--- config.mk ---
export PLATFORM = sky130hd
export DESIGN_NAME = i2c_master_two_transaction
export DESIGN_NICKNAME = d
export VERILOG_FILES = /design/src/hdl/i2cm_pkg.sv /design/src/hdl/i2cm_seq.sv /design/src/hdl/i2cm_out.sv /design/src/hdl/i2c_master_two_transaction.sv
export SDC_FILE = /design/constraint.sdc
export NUM_CORES = 1
export LEC_CHECK = 0
export BUFFER_PORTS_ARGS = -buffer_cell sky130_fd_sc_hd__buf_4
export CAP_MARGIN = 20
export CORE_UTILIZATION = 28
export CTS_CLUSTER_SIZE = 20
export DETAILED_ROUTE_END_ITERATION = 8
export GPL_TIMING_DRIVEN = 0
export PLACE_DENSITY_LB_ADDON = 0.08
export SLEW_MARGIN = 25
export SYNTH_ARGS = -nofsm -noshare
export SYNTH_HDL_FRONTEND = slang
export SYNTH_SLANG_ARGS = --single-unit
--- constraint.sdc ---
create_clock -name i_clk -period 4.2 [get_ports i_clk]
set_clock_uncertainty 0.2 [all_clocks]
set_input_delay 0.42 -clock i_clk [delete_from_list [all_inputs] [get_ports i_clk]]
set_output_delay 0.42 -clock i_clk [all_outputs]
set_load 0.03 [all_outputs]
--- src/hdl/i2cm_pkg.sv ---
// Shared types and constants for the two-transaction I2C master.
`default_nettype none
package i2cm_pkg;

    localparam int unsigned PHASE_W           = 16;
    localparam logic [PHASE_W-1:0] PHASE_RST  = 16'd50;
    localparam logic [3:0] BITS_PER_BYTE      = 4'd8;
    localparam logic [1:0] BYTE_FIRST         = 2'd0;
    localparam logic [1:0] BYTE_SECOND        = 2'd1;
    localparam logic [1:0] BYTE_THIRD         = 2'd2;

    typedef enum logic [4:0] {
        ST_IDLE   = 5'd0,
        ST_STA_A  = 5'd1,
        ST_STA_B  = 5'd2,
        ST_TX_LO  = 5'd3,
        ST_TX_HI  = 5'd4,
        ST_AKI_LO = 5'd5,
        ST_AKI_HI = 5'd6,
        ST_RX_LO  = 5'd7,
        ST_RX_HI  = 5'd8,
        ST_AKO_LO = 5'd9,
        ST_AKO_HI = 5'd10,
        ST_STP_A  = 5'd11,
        ST_STP_B  = 5'd12,
        ST_STP_C  = 5'd13
    } t_step;

    typedef struct packed {
        logic        nack_seen;
        logic [15:0] read_word;
        logic        done_res;
        logic        busy_res;
        logic        sda_drive;
        logic        sda_level;
        logic        scl_level;
    } t_result;

endpackage
`default_nettype wire

--- src/hdl/i2cm_seq.sv ---
// Bus sequencer: state registers and the per-tick next-state and pin logic.
`default_nettype none
module i2cm_seq
    import i2cm_pkg::*;
(
    input  wire logic               i_clk,
    input  wire logic               i_rst_n,
    input  wire logic               i_en,
    input  wire logic [PHASE_W-1:0] i_phase_ticks,
    input  wire logic               i_go,
    input  wire logic               i_kind,
    input  wire logic [6:0]         i_target_address,
    input  wire logic [7:0]         i_write_byte,
    input  wire logic               i_sda_in,
    output t_result                 o_res
);

    t_step              r_step,  n_step;
    logic [PHASE_W-1:0] r_pc,    n_pc;
    logic [3:0]         r_bit,   n_bit;
    logic [1:0]         r_byte,  n_byte;
    logic [7:0]         r_shift, n_shift;
    logic [15:0]        r_recv,  n_recv;
    logic               r_kind,  n_kind;
    logic [6:0]         r_addr,  n_addr;
    logic [7:0]         r_data,  n_data;
    logic               r_nack,  n_nack;

    t_step              step_cur;
    logic [PHASE_W-1:0] pc_base;
    logic [PHASE_W-1:0] pc_inc;
    logic [PHASE_W-1:0] len;
    logic [3:0]         bit_inc;
    logic [7:0]         shift_rx;
    logic               busy;
    logic               phase_end;
    logic               done;
    logic               scl;
    logic               sda;
    logic               drv;

    always_ff @(posedge i_clk) begin
        if (!i_rst_n) begin
            r_step  <= ST_IDLE;
            r_pc    <= '0;
            r_bit   <= '0;
            r_byte  <= '0;
            r_shift <= '0;
            r_recv  <= '0;
            r_kind  <= 1'b0;
            r_addr  <= '0;
            r_data  <= '0;
            r_nack  <= 1'b0;
        end else if (i_en) begin
            r_step  <= n_step;
            r_pc    <= n_pc;
            r_bit   <= n_bit;
            r_byte  <= n_byte;
            r_shift <= n_shift;
            r_recv  <= n_recv;
            r_kind  <= n_kind;
            r_addr  <= n_addr;
            r_data  <= n_data;
            r_nack  <= n_nack;
        end
    end

    always_comb begin
        n_step  = r_step;
        n_bit   = r_bit;
        n_byte  = r_byte;
        n_shift = r_shift;
        n_recv  = r_recv;
        n_kind  = r_kind;
        n_addr  = r_addr;
        n_data  = r_data;
        n_nack  = r_nack;
        step_cur = r_step;
        pc_base  = r_pc;
        done     = 1'b0;

        // latch a new request when idle
        if (r_step == ST_IDLE && i_go) begin
            n_kind   = i_kind;
            n_addr   = i_target_address;
            n_data   = i_write_byte;
            n_nack   = 1'b0;
            pc_base  = '0;
            step_cur = ST_STA_A;
        end
        n_step = step_cur;
        busy   = (step_cur != ST_IDLE);

        scl = 1'b1;
        sda = 1'b1;
        drv = 1'b0;
        case (step_cur)
            ST_STA_A:  begin scl = 1'b1; sda = 1'b1; drv = 1'b1; end
            ST_STA_B:  begin scl = 1'b1; sda = 1'b0; drv = 1'b1; end
            ST_TX_LO:  begin scl = 1'b0; sda = r_shift[7]; drv = 1'b1; end
            ST_TX_HI:  begin scl = 1'b1; sda = r_shift[7]; drv = 1'b1; end
            ST_AKI_LO: scl = 1'b0;
            ST_AKI_HI: scl = 1'b1;
            ST_RX_LO:  scl = 1'b0;
            ST_RX_HI:  scl = 1'b1;
            ST_AKO_LO: begin scl = 1'b0; sda = (r_byte != BYTE_SECOND); drv = 1'b1; end
            ST_AKO_HI: begin scl = 1'b1; sda = (r_byte != BYTE_SECOND); drv = 1'b1; end
            ST_STP_A:  begin scl = 1'b0; sda = 1'b0; drv = 1'b1; end
            ST_STP_B:  begin scl = 1'b1; sda = 1'b0; drv = 1'b1; end
            ST_STP_C:  begin scl = 1'b1; sda = 1'b1; drv = 1'b1; end
            default: ;
        endcase

        len       = (i_phase_ticks == '0) ? {{(PHASE_W-1){1'b0}}, 1'b1} : i_phase_ticks;
        pc_inc    = pc_base + {{(PHASE_W-1){1'b0}}, 1'b1};
        phase_end = (pc_inc >= len) || (pc_inc == '0);
        bit_inc   = r_bit + 4'd1;
        shift_rx  = {r_shift[6:0], i_sda_in};

        if (!busy) begin
            n_pc = '0;
        end else if (!phase_end) begin
            n_pc = pc_inc;
        end else begin
            n_pc = '0;
            case (step_cur)
                ST_STA_A: n_step = ST_STA_B;
                ST_STA_B: begin
                    n_shift = {n_addr, n_kind};
                    n_bit   = '0;
                    n_byte  = BYTE_FIRST;
                    n_step  = ST_TX_LO;
                end
                ST_TX_LO: n_step = ST_TX_HI;
                ST_TX_HI: begin
                    n_shift = {r_shift[6:0], 1'b0};
                    n_bit   = bit_inc;
                    n_step  = (bit_inc >= BITS_PER_BYTE) ? ST_AKI_LO : ST_TX_LO;
                end
                ST_AKI_LO: n_step = ST_AKI_HI;
                ST_AKI_HI: begin
                    if (i_sda_in) begin
                        n_nack = 1'b1;
                    end
                    if (r_byte == BYTE_FIRST) begin
                        n_byte = BYTE_SECOND;
                        n_bit  = '0;
                        if (n_kind) begin
                            n_shift = '0;
                            n_step  = ST_RX_LO;
                        end else begin
                            n_shift = n_data;
                            n_step  = ST_TX_LO;
                        end
                    end else begin
                        n_step = ST_STP_A;
                    end
                end
                ST_RX_LO: n_step = ST_RX_HI;
                ST_RX_HI: begin
                    n_shift = shift_rx;
                    n_bit   = bit_inc;
                    if (bit_inc >= BITS_PER_BYTE) begin
                        if (r_byte == BYTE_SECOND) begin
                            n_recv = {shift_rx, 8'h00};
                        end else begin
                            n_recv = {r_recv[15:8], shift_rx};
                        end
                        n_step = ST_AKO_LO;
                    end else begin
                        n_step = ST_RX_LO;
                    end
                end
                ST_AKO_LO: n_step = ST_AKO_HI;
                ST_AKO_HI: begin
                    if (r_byte == BYTE_SECOND) begin
                        n_byte  = BYTE_THIRD;
                        n_bit   = '0;
                        n_shift = '0;
                        n_step  = ST_RX_LO;
                    end else begin
                        n_step = ST_STP_A;
                    end
                end
                ST_STP_A: n_step = ST_STP_B;
                ST_STP_B: n_step = ST_STP_C;
                ST_STP_C: begin
                    n_step = ST_IDLE;
                    done   = 1'b1;
                end
                default: n_step = ST_IDLE;
            endcase
        end

        o_res.scl_level = scl;
        o_res.sda_level = sda;
        o_res.sda_drive = drv;
        o_res.busy_res  = busy;
        o_res.done_res  = done;
        o_res.read_word = n_recv;
        o_res.nack_seen = n_nack;
    end

endmodule
`default_nettype wire

--- src/hdl/i2cm_out.sv ---
// Output register stage holding one pin result until the sink takes it.
`default_nettype none
module i2cm_out
    import i2cm_pkg::*;
(
    input  wire logic    i_clk,
    input  wire logic    i_rst_n,
    input  wire logic    i_load,
    input  wire t_result i_res,
    input  wire logic    i_take,
    output logic         o_valid,
    output logic         o_ready,
    output t_result      o_res
);

    logic    r_valid;
    t_result r_res;

    assign o_ready = !r_valid || i_take;
    assign o_valid = r_valid;
    assign o_res   = r_res;

    always_ff @(posedge i_clk) begin
        if (!i_rst_n) begin
            r_valid <= 1'b0;
        end else if (i_load) begin
            r_valid <= 1'b1;
        end else if (i_take) begin
            r_valid <= 1'b0;
        end
    end

    always_ff @(posedge i_clk) begin
        if (i_load) begin
            r_res <= i_res;
        end
    end

endmodule
`default_nettype wire

--- src/hdl/i2c_master_two_transaction.sv ---
// Each request's pin result is registered onto m_axis in the cycle after acceptance.
// Throughput: one request per cycle; the output register takes a new result while
// the previous one drains, so s_axis_tready stays high unless m_axis stalls.
// Reset (synchronous, active low): sequencer idle, lines released, phase length 50,
// output register empty.
`default_nettype none
module i2c_master_two_transaction
    import i2cm_pkg::*;
(
    input  wire logic               i_clk,
    input  wire logic               i_rst_n,
    input  wire logic               i_cfg_we,
    input  wire logic [PHASE_W-1:0] i_cfg_wdata,
    input  wire logic               s_axis_tvalid,
    output logic                    s_axis_tready,
    // go[0], target_address[7:1], write_byte[15:8], sda_in[16], zero[23:17]
    input  wire logic [23:0]        s_axis_tdata,
    // kind[0]
    input  wire logic               s_axis_tuser,
    output logic                    m_axis_tvalid,
    input  wire logic               m_axis_tready,
    // scl_level[0], sda_level[1], sda_drive[2], busy_res[3], done_res[4],
    // read_word[20:5], nack_seen[21], zero[23:22]
    output logic [23:0]             m_axis_tdata
);

    logic [PHASE_W-1:0] r_phase_ticks;
    logic               accept;
    t_result            seq_res;
    t_result            out_res;

    always_ff @(posedge i_clk) begin
        if (!i_rst_n) begin
            r_phase_ticks <= PHASE_RST;
        end else if (i_cfg_we) begin
            r_phase_ticks <= i_cfg_wdata;
        end
    end

    assign accept = s_axis_tvalid && s_axis_tready;

    i2cm_seq u_seq (
        .i_clk            (i_clk),
        .i_rst_n          (i_rst_n),
        .i_en             (accept),
        .i_phase_ticks    (r_phase_ticks),
        .i_go             (s_axis_tdata[0]),
        .i_kind           (s_axis_tuser),
        .i_target_address (s_axis_tdata[7:1]),
        .i_write_byte     (s_axis_tdata[15:8]),
        .i_sda_in         (s_axis_tdata[16]),
        .o_res            (seq_res)
    );

    i2cm_out u_out (
        .i_clk   (i_clk),
        .i_rst_n (i_rst_n),
        .i_load  (accept),
        .i_res   (seq_res),
        .i_take  (m_axis_tready),
        .o_valid (m_axis_tvalid),
        .o_ready (s_axis_tready),
        .o_res   (out_res)
    );

    assign m_axis_tdata = {2'b00, out_res.nack_seen, out_res.read_word, out_res.done_res,
                           out_res.busy_res, out_res.sda_drive, out_res.sda_level,
                           out_res.scl_level};

endmodule
`default_nettype wire
==> impl_metrics.ini <==
[pwr]
finalPower_mw = 2.28
power_density_nw_per_um2 = 310
vdd_ir_drop_max_mv = 0.183
p_leak_nw = 3.00

[sta]
fmax_mhz = 247
setup_viol = 0
slew_headroom_pct = 29.2
final.min_clock_period_ns = 4.05
hold_viol = 0
finalCritPeriodShare_pct = 96.4
drv_slew = 0
rsz0062_at_grt = false
worst_slew_pin_slew_ns = 1.05
setup_ws_ns = 0.152

[clocking]
clkTransAtPathRegs_ns = 0.09
clock_sink_count = 107
clk_path_buf_depth = 2
cts_max_level = 3
cts_tree = built
holdBufCountCts = 0
root_buffer = clkbuf_16
clk_latency_ns = 0.37
cts_buffers = 9

[critical_path]
cp_slowest_cell = mux2i_2
ff2ff_path_depth = 17
path_max_fanout = 10
ff2ff_setup_slack_ns = 0.15
cp_common_cell = buf_4
crit_path_end_kind = register
cp-start-kind = register
crit_chain = buf_4 > nor3b_4 > nand2_4 > and2_4 > ha_2 > buf_6 > nand4_4 > buf_4 > nor4_4 > mux2i_2 > ha_1 > a21o_1 > a21oi_2 > o21ai_4 > o21a_4 > nand2_8 > mux2_1
r2r-start = u_seq.r_step[3]
crit_type = reg2reg
timing.rr.end = u_out.o_res[13]
max_stage_delay_ns = 0.36
cp.arrival_ns = 3.96
required_ns = 4.12

[layout]
fillers = 2180
area_growth_pct = 24.8
final_layout_size_suffix_gt1_share_pct = 22.7
fin_cells = 1016
antennaDiodeCount = 0
finalNetCount = 806
seqCellArea_um2 = 2360
multi_input_area_um2 = 3370

[routing]
dr_total_vias = 4991
wl_um = 16600
ant_nets = 0
dr.pass1.iters = 4
drtIter0Drc = 293
met2_length_um = 7160
drc = 0
top_layer = met4
wl_per_cell_um = 16.3
met1Wirelength_um = 8620
dr_wl_met3_um = 641
avgViaCountPerCell = 4.91

[grt]
antenna_found_initial = 0
grt_pass1_wl_um = 25600
grt_use_total_pct = 15.2
grt_max_degree = 30
first_global_vias = 4646
gr-total-overflow = 0

[run_status]
status = finished, final reports clean

[yosys]
synth_top_area_share_pct = 28.9
ys_seq_area_share_pct = 40.1
syn-cell-area_um2 = 5890
post-synth-top-count-cell = nand2_1
yosys.area.top_type = dfxtp_1
yosys-top-cells-area = dfxtp_1 29%, edfxtp_1 11%, mux2i_1 8.0%
syn_area_per_cell_um2 = 9.05
synth_cell_type_count = 77
ys_warn_count = 0
synthTopCellsByCount = 86 x nand2_1, 85 x dfxtp_1, 47 x mux2i_1, 44 x nor2_1, 33 x o21ai_0
synth_flop_cell = dfxtp_1
ys_ff_latch = 107
synthArstFlopShare_pct = 0
synth_edf_count = 22
syn-instance-count = 651

[floorplan]
initial_core_util_pct = 28.8
die_area_um2 = 21600
io_pins = 72
die_w_um = 147
num_rows = 52
core_area_um2 = 20400
die_y_um = 147

[placement]
placedCellCount = 983
detailed_place_hpwl_um = 12400
place_congestion = 0.834
portBuffers = 61
dpl_worst_slack_ns = -0.897

[hold_path]
min_path_type = in2reg
whs_endpoint = r_phase_ticks[1]
min-delay-start = i_cfg_wdata[1]
hold_depth = 3

[run]
cap_violations = 0
[report_power, final]
group	leakage, nW	internal, mW	switching, mW	total [mW]
Sequential	0.902	1.08	0.0160	1.09
Combinational	1.94	0.0940	0.140	0.234
Clock	0.160	0.489	0.462	0.951
[layer usage]
| layer | GRT usage (%) | vias to the layer above |
|---|---|---|
| met4 | 3.92 | 0 |
| met1 | 22.6 | 2366 |
| met3 | 2.64 | 10 |
| met5 | 0 | - |
| met2 | 22.5 | 111 |
| li1 | - | 2504 |
[what timing repair did]
action	4_1_cts	5_1_grt
cloned	0	1
pin swaps	8	11
resized for setup	22	11
setup buffers	11	7
setup endpoints to repair	70	65
[worst max-delay path, delay by kind of cell (launching register included)]
family                   cells  cell delay [ns]
multiplexers                 2             0.71
flip-flops                   1             0.31
buffers and inverters        3             0.48
AO/OA/AOI/OAI                4             0.77
adder cells (fa/ha/maj)      2             0.48
AND/OR/NAND/NOR              6             0.85
[cells in the final DEF, fill, tap and decap left out, types with 3 or more instances in the layout]
cell       count
nand2_1       85
buf_4         84
dfxtp_1       83
nor2_1        44
mux2i_1       44
o21ai_0       31
a21oi_1       30
inv_1         23
edfxtp_1      22
clkbuf_1      19
ha_1          17
nor2b_1       16
a21boi_0      14
a22o_1        14
nand3_1       13
mux2_2        13
nor3_1        12
and2_1        10
nor4_1        10
xor2_1         9
clkbuf_16      9
buf_6          7
nand4_1        6
a21o_1         6
a211oi_1       5
xnor2_1        5
o211ai_1       5
nand2b_1       4
and3_1         4
buf_1          4
o21ai_1        3
or3_1          3
buf_2          3
mux2i_2        3
o31ai_1        3
or4_1          3
a22oi_1        3
[area by class of cell]
type	count	area share [%]
clock inverter	7	1.40
tap	270	4.60
clock buffer	9	3.06
inverter	24	1.23
buffer	41	3.13
sequential	107	32.2
multi-input combinational	478	45.8
timing repair buffer	80	8.61
[cell families (layout without fill, tap and decap cells)]
kind of cell	count (synthesis)	in the layout	synth area share (%)
AND/OR/NAND/NOR	236	236	20.2
AO/OA/AOI/OAI	144	144	17.2
flip-flops	107	107	40.1
buffers and inverters	67	161	5.31
multiplexers	63	63	11.0
adder cells (fa/ha/maj)	19	19	4.04
XOR/XNOR	14	14	2.08
other	1	2	0.0637
[worst max-delay path by stage]
| stage | startpoint | end | slack [ns] | cells after the start |
|---|---|---|---|---|
| detailed placement | s_axis_tdata[0] | u_out.o_res[13] | -0.90 | 18 |
| finish | u_seq.r_step[3] | u_out.o_res[13] | 0.15 | 17 |
| global placement | s_axis_tdata[0] | u_out.o_res[13] | -0.92 | 18 |
| CTS | u_seq.r_step[3] | u_out.o_res[20] | 0.0005 | 18 |
| global route | u_seq.r_step[3] | u_out.o_res[7] | 0.02 | 17 |
| floorplan | u_seq.r_step[3] | u_out.o_res[10] | 0.04 | 18 |
[sequential cells by signal (all words and copies together) (netlist names)]
signal,cells
r_phase_ticks,16
u_out.o_res,22
u_out.o_valid,1
u_seq.r_addr,7
u_seq.r_bit,4
u_seq.r_byte,2
u_seq.r_data,8
u_seq.r_kind,1
u_seq.r_nack,1
u_seq.r_pc,16
u_seq.r_recv,16
u_seq.r_shift,8
u_seq.r_step,5
[per-stage QoR]
stage	utilization (%)	cell area, µm²	setup TNS (ns)	hold WS [ns]
detailed placement	33.0	6750	-44.86	0.247
finish	36.0	7350	0	0.0758
global route	36.0	7350	0	0.0871
floorplan	-	5950	0	0.231
global placement	33.0	6750	-47.11	0.241
CTS	35.5	7240	0	0.0662
Note: power is estimated with default switching activity, not from simulation.
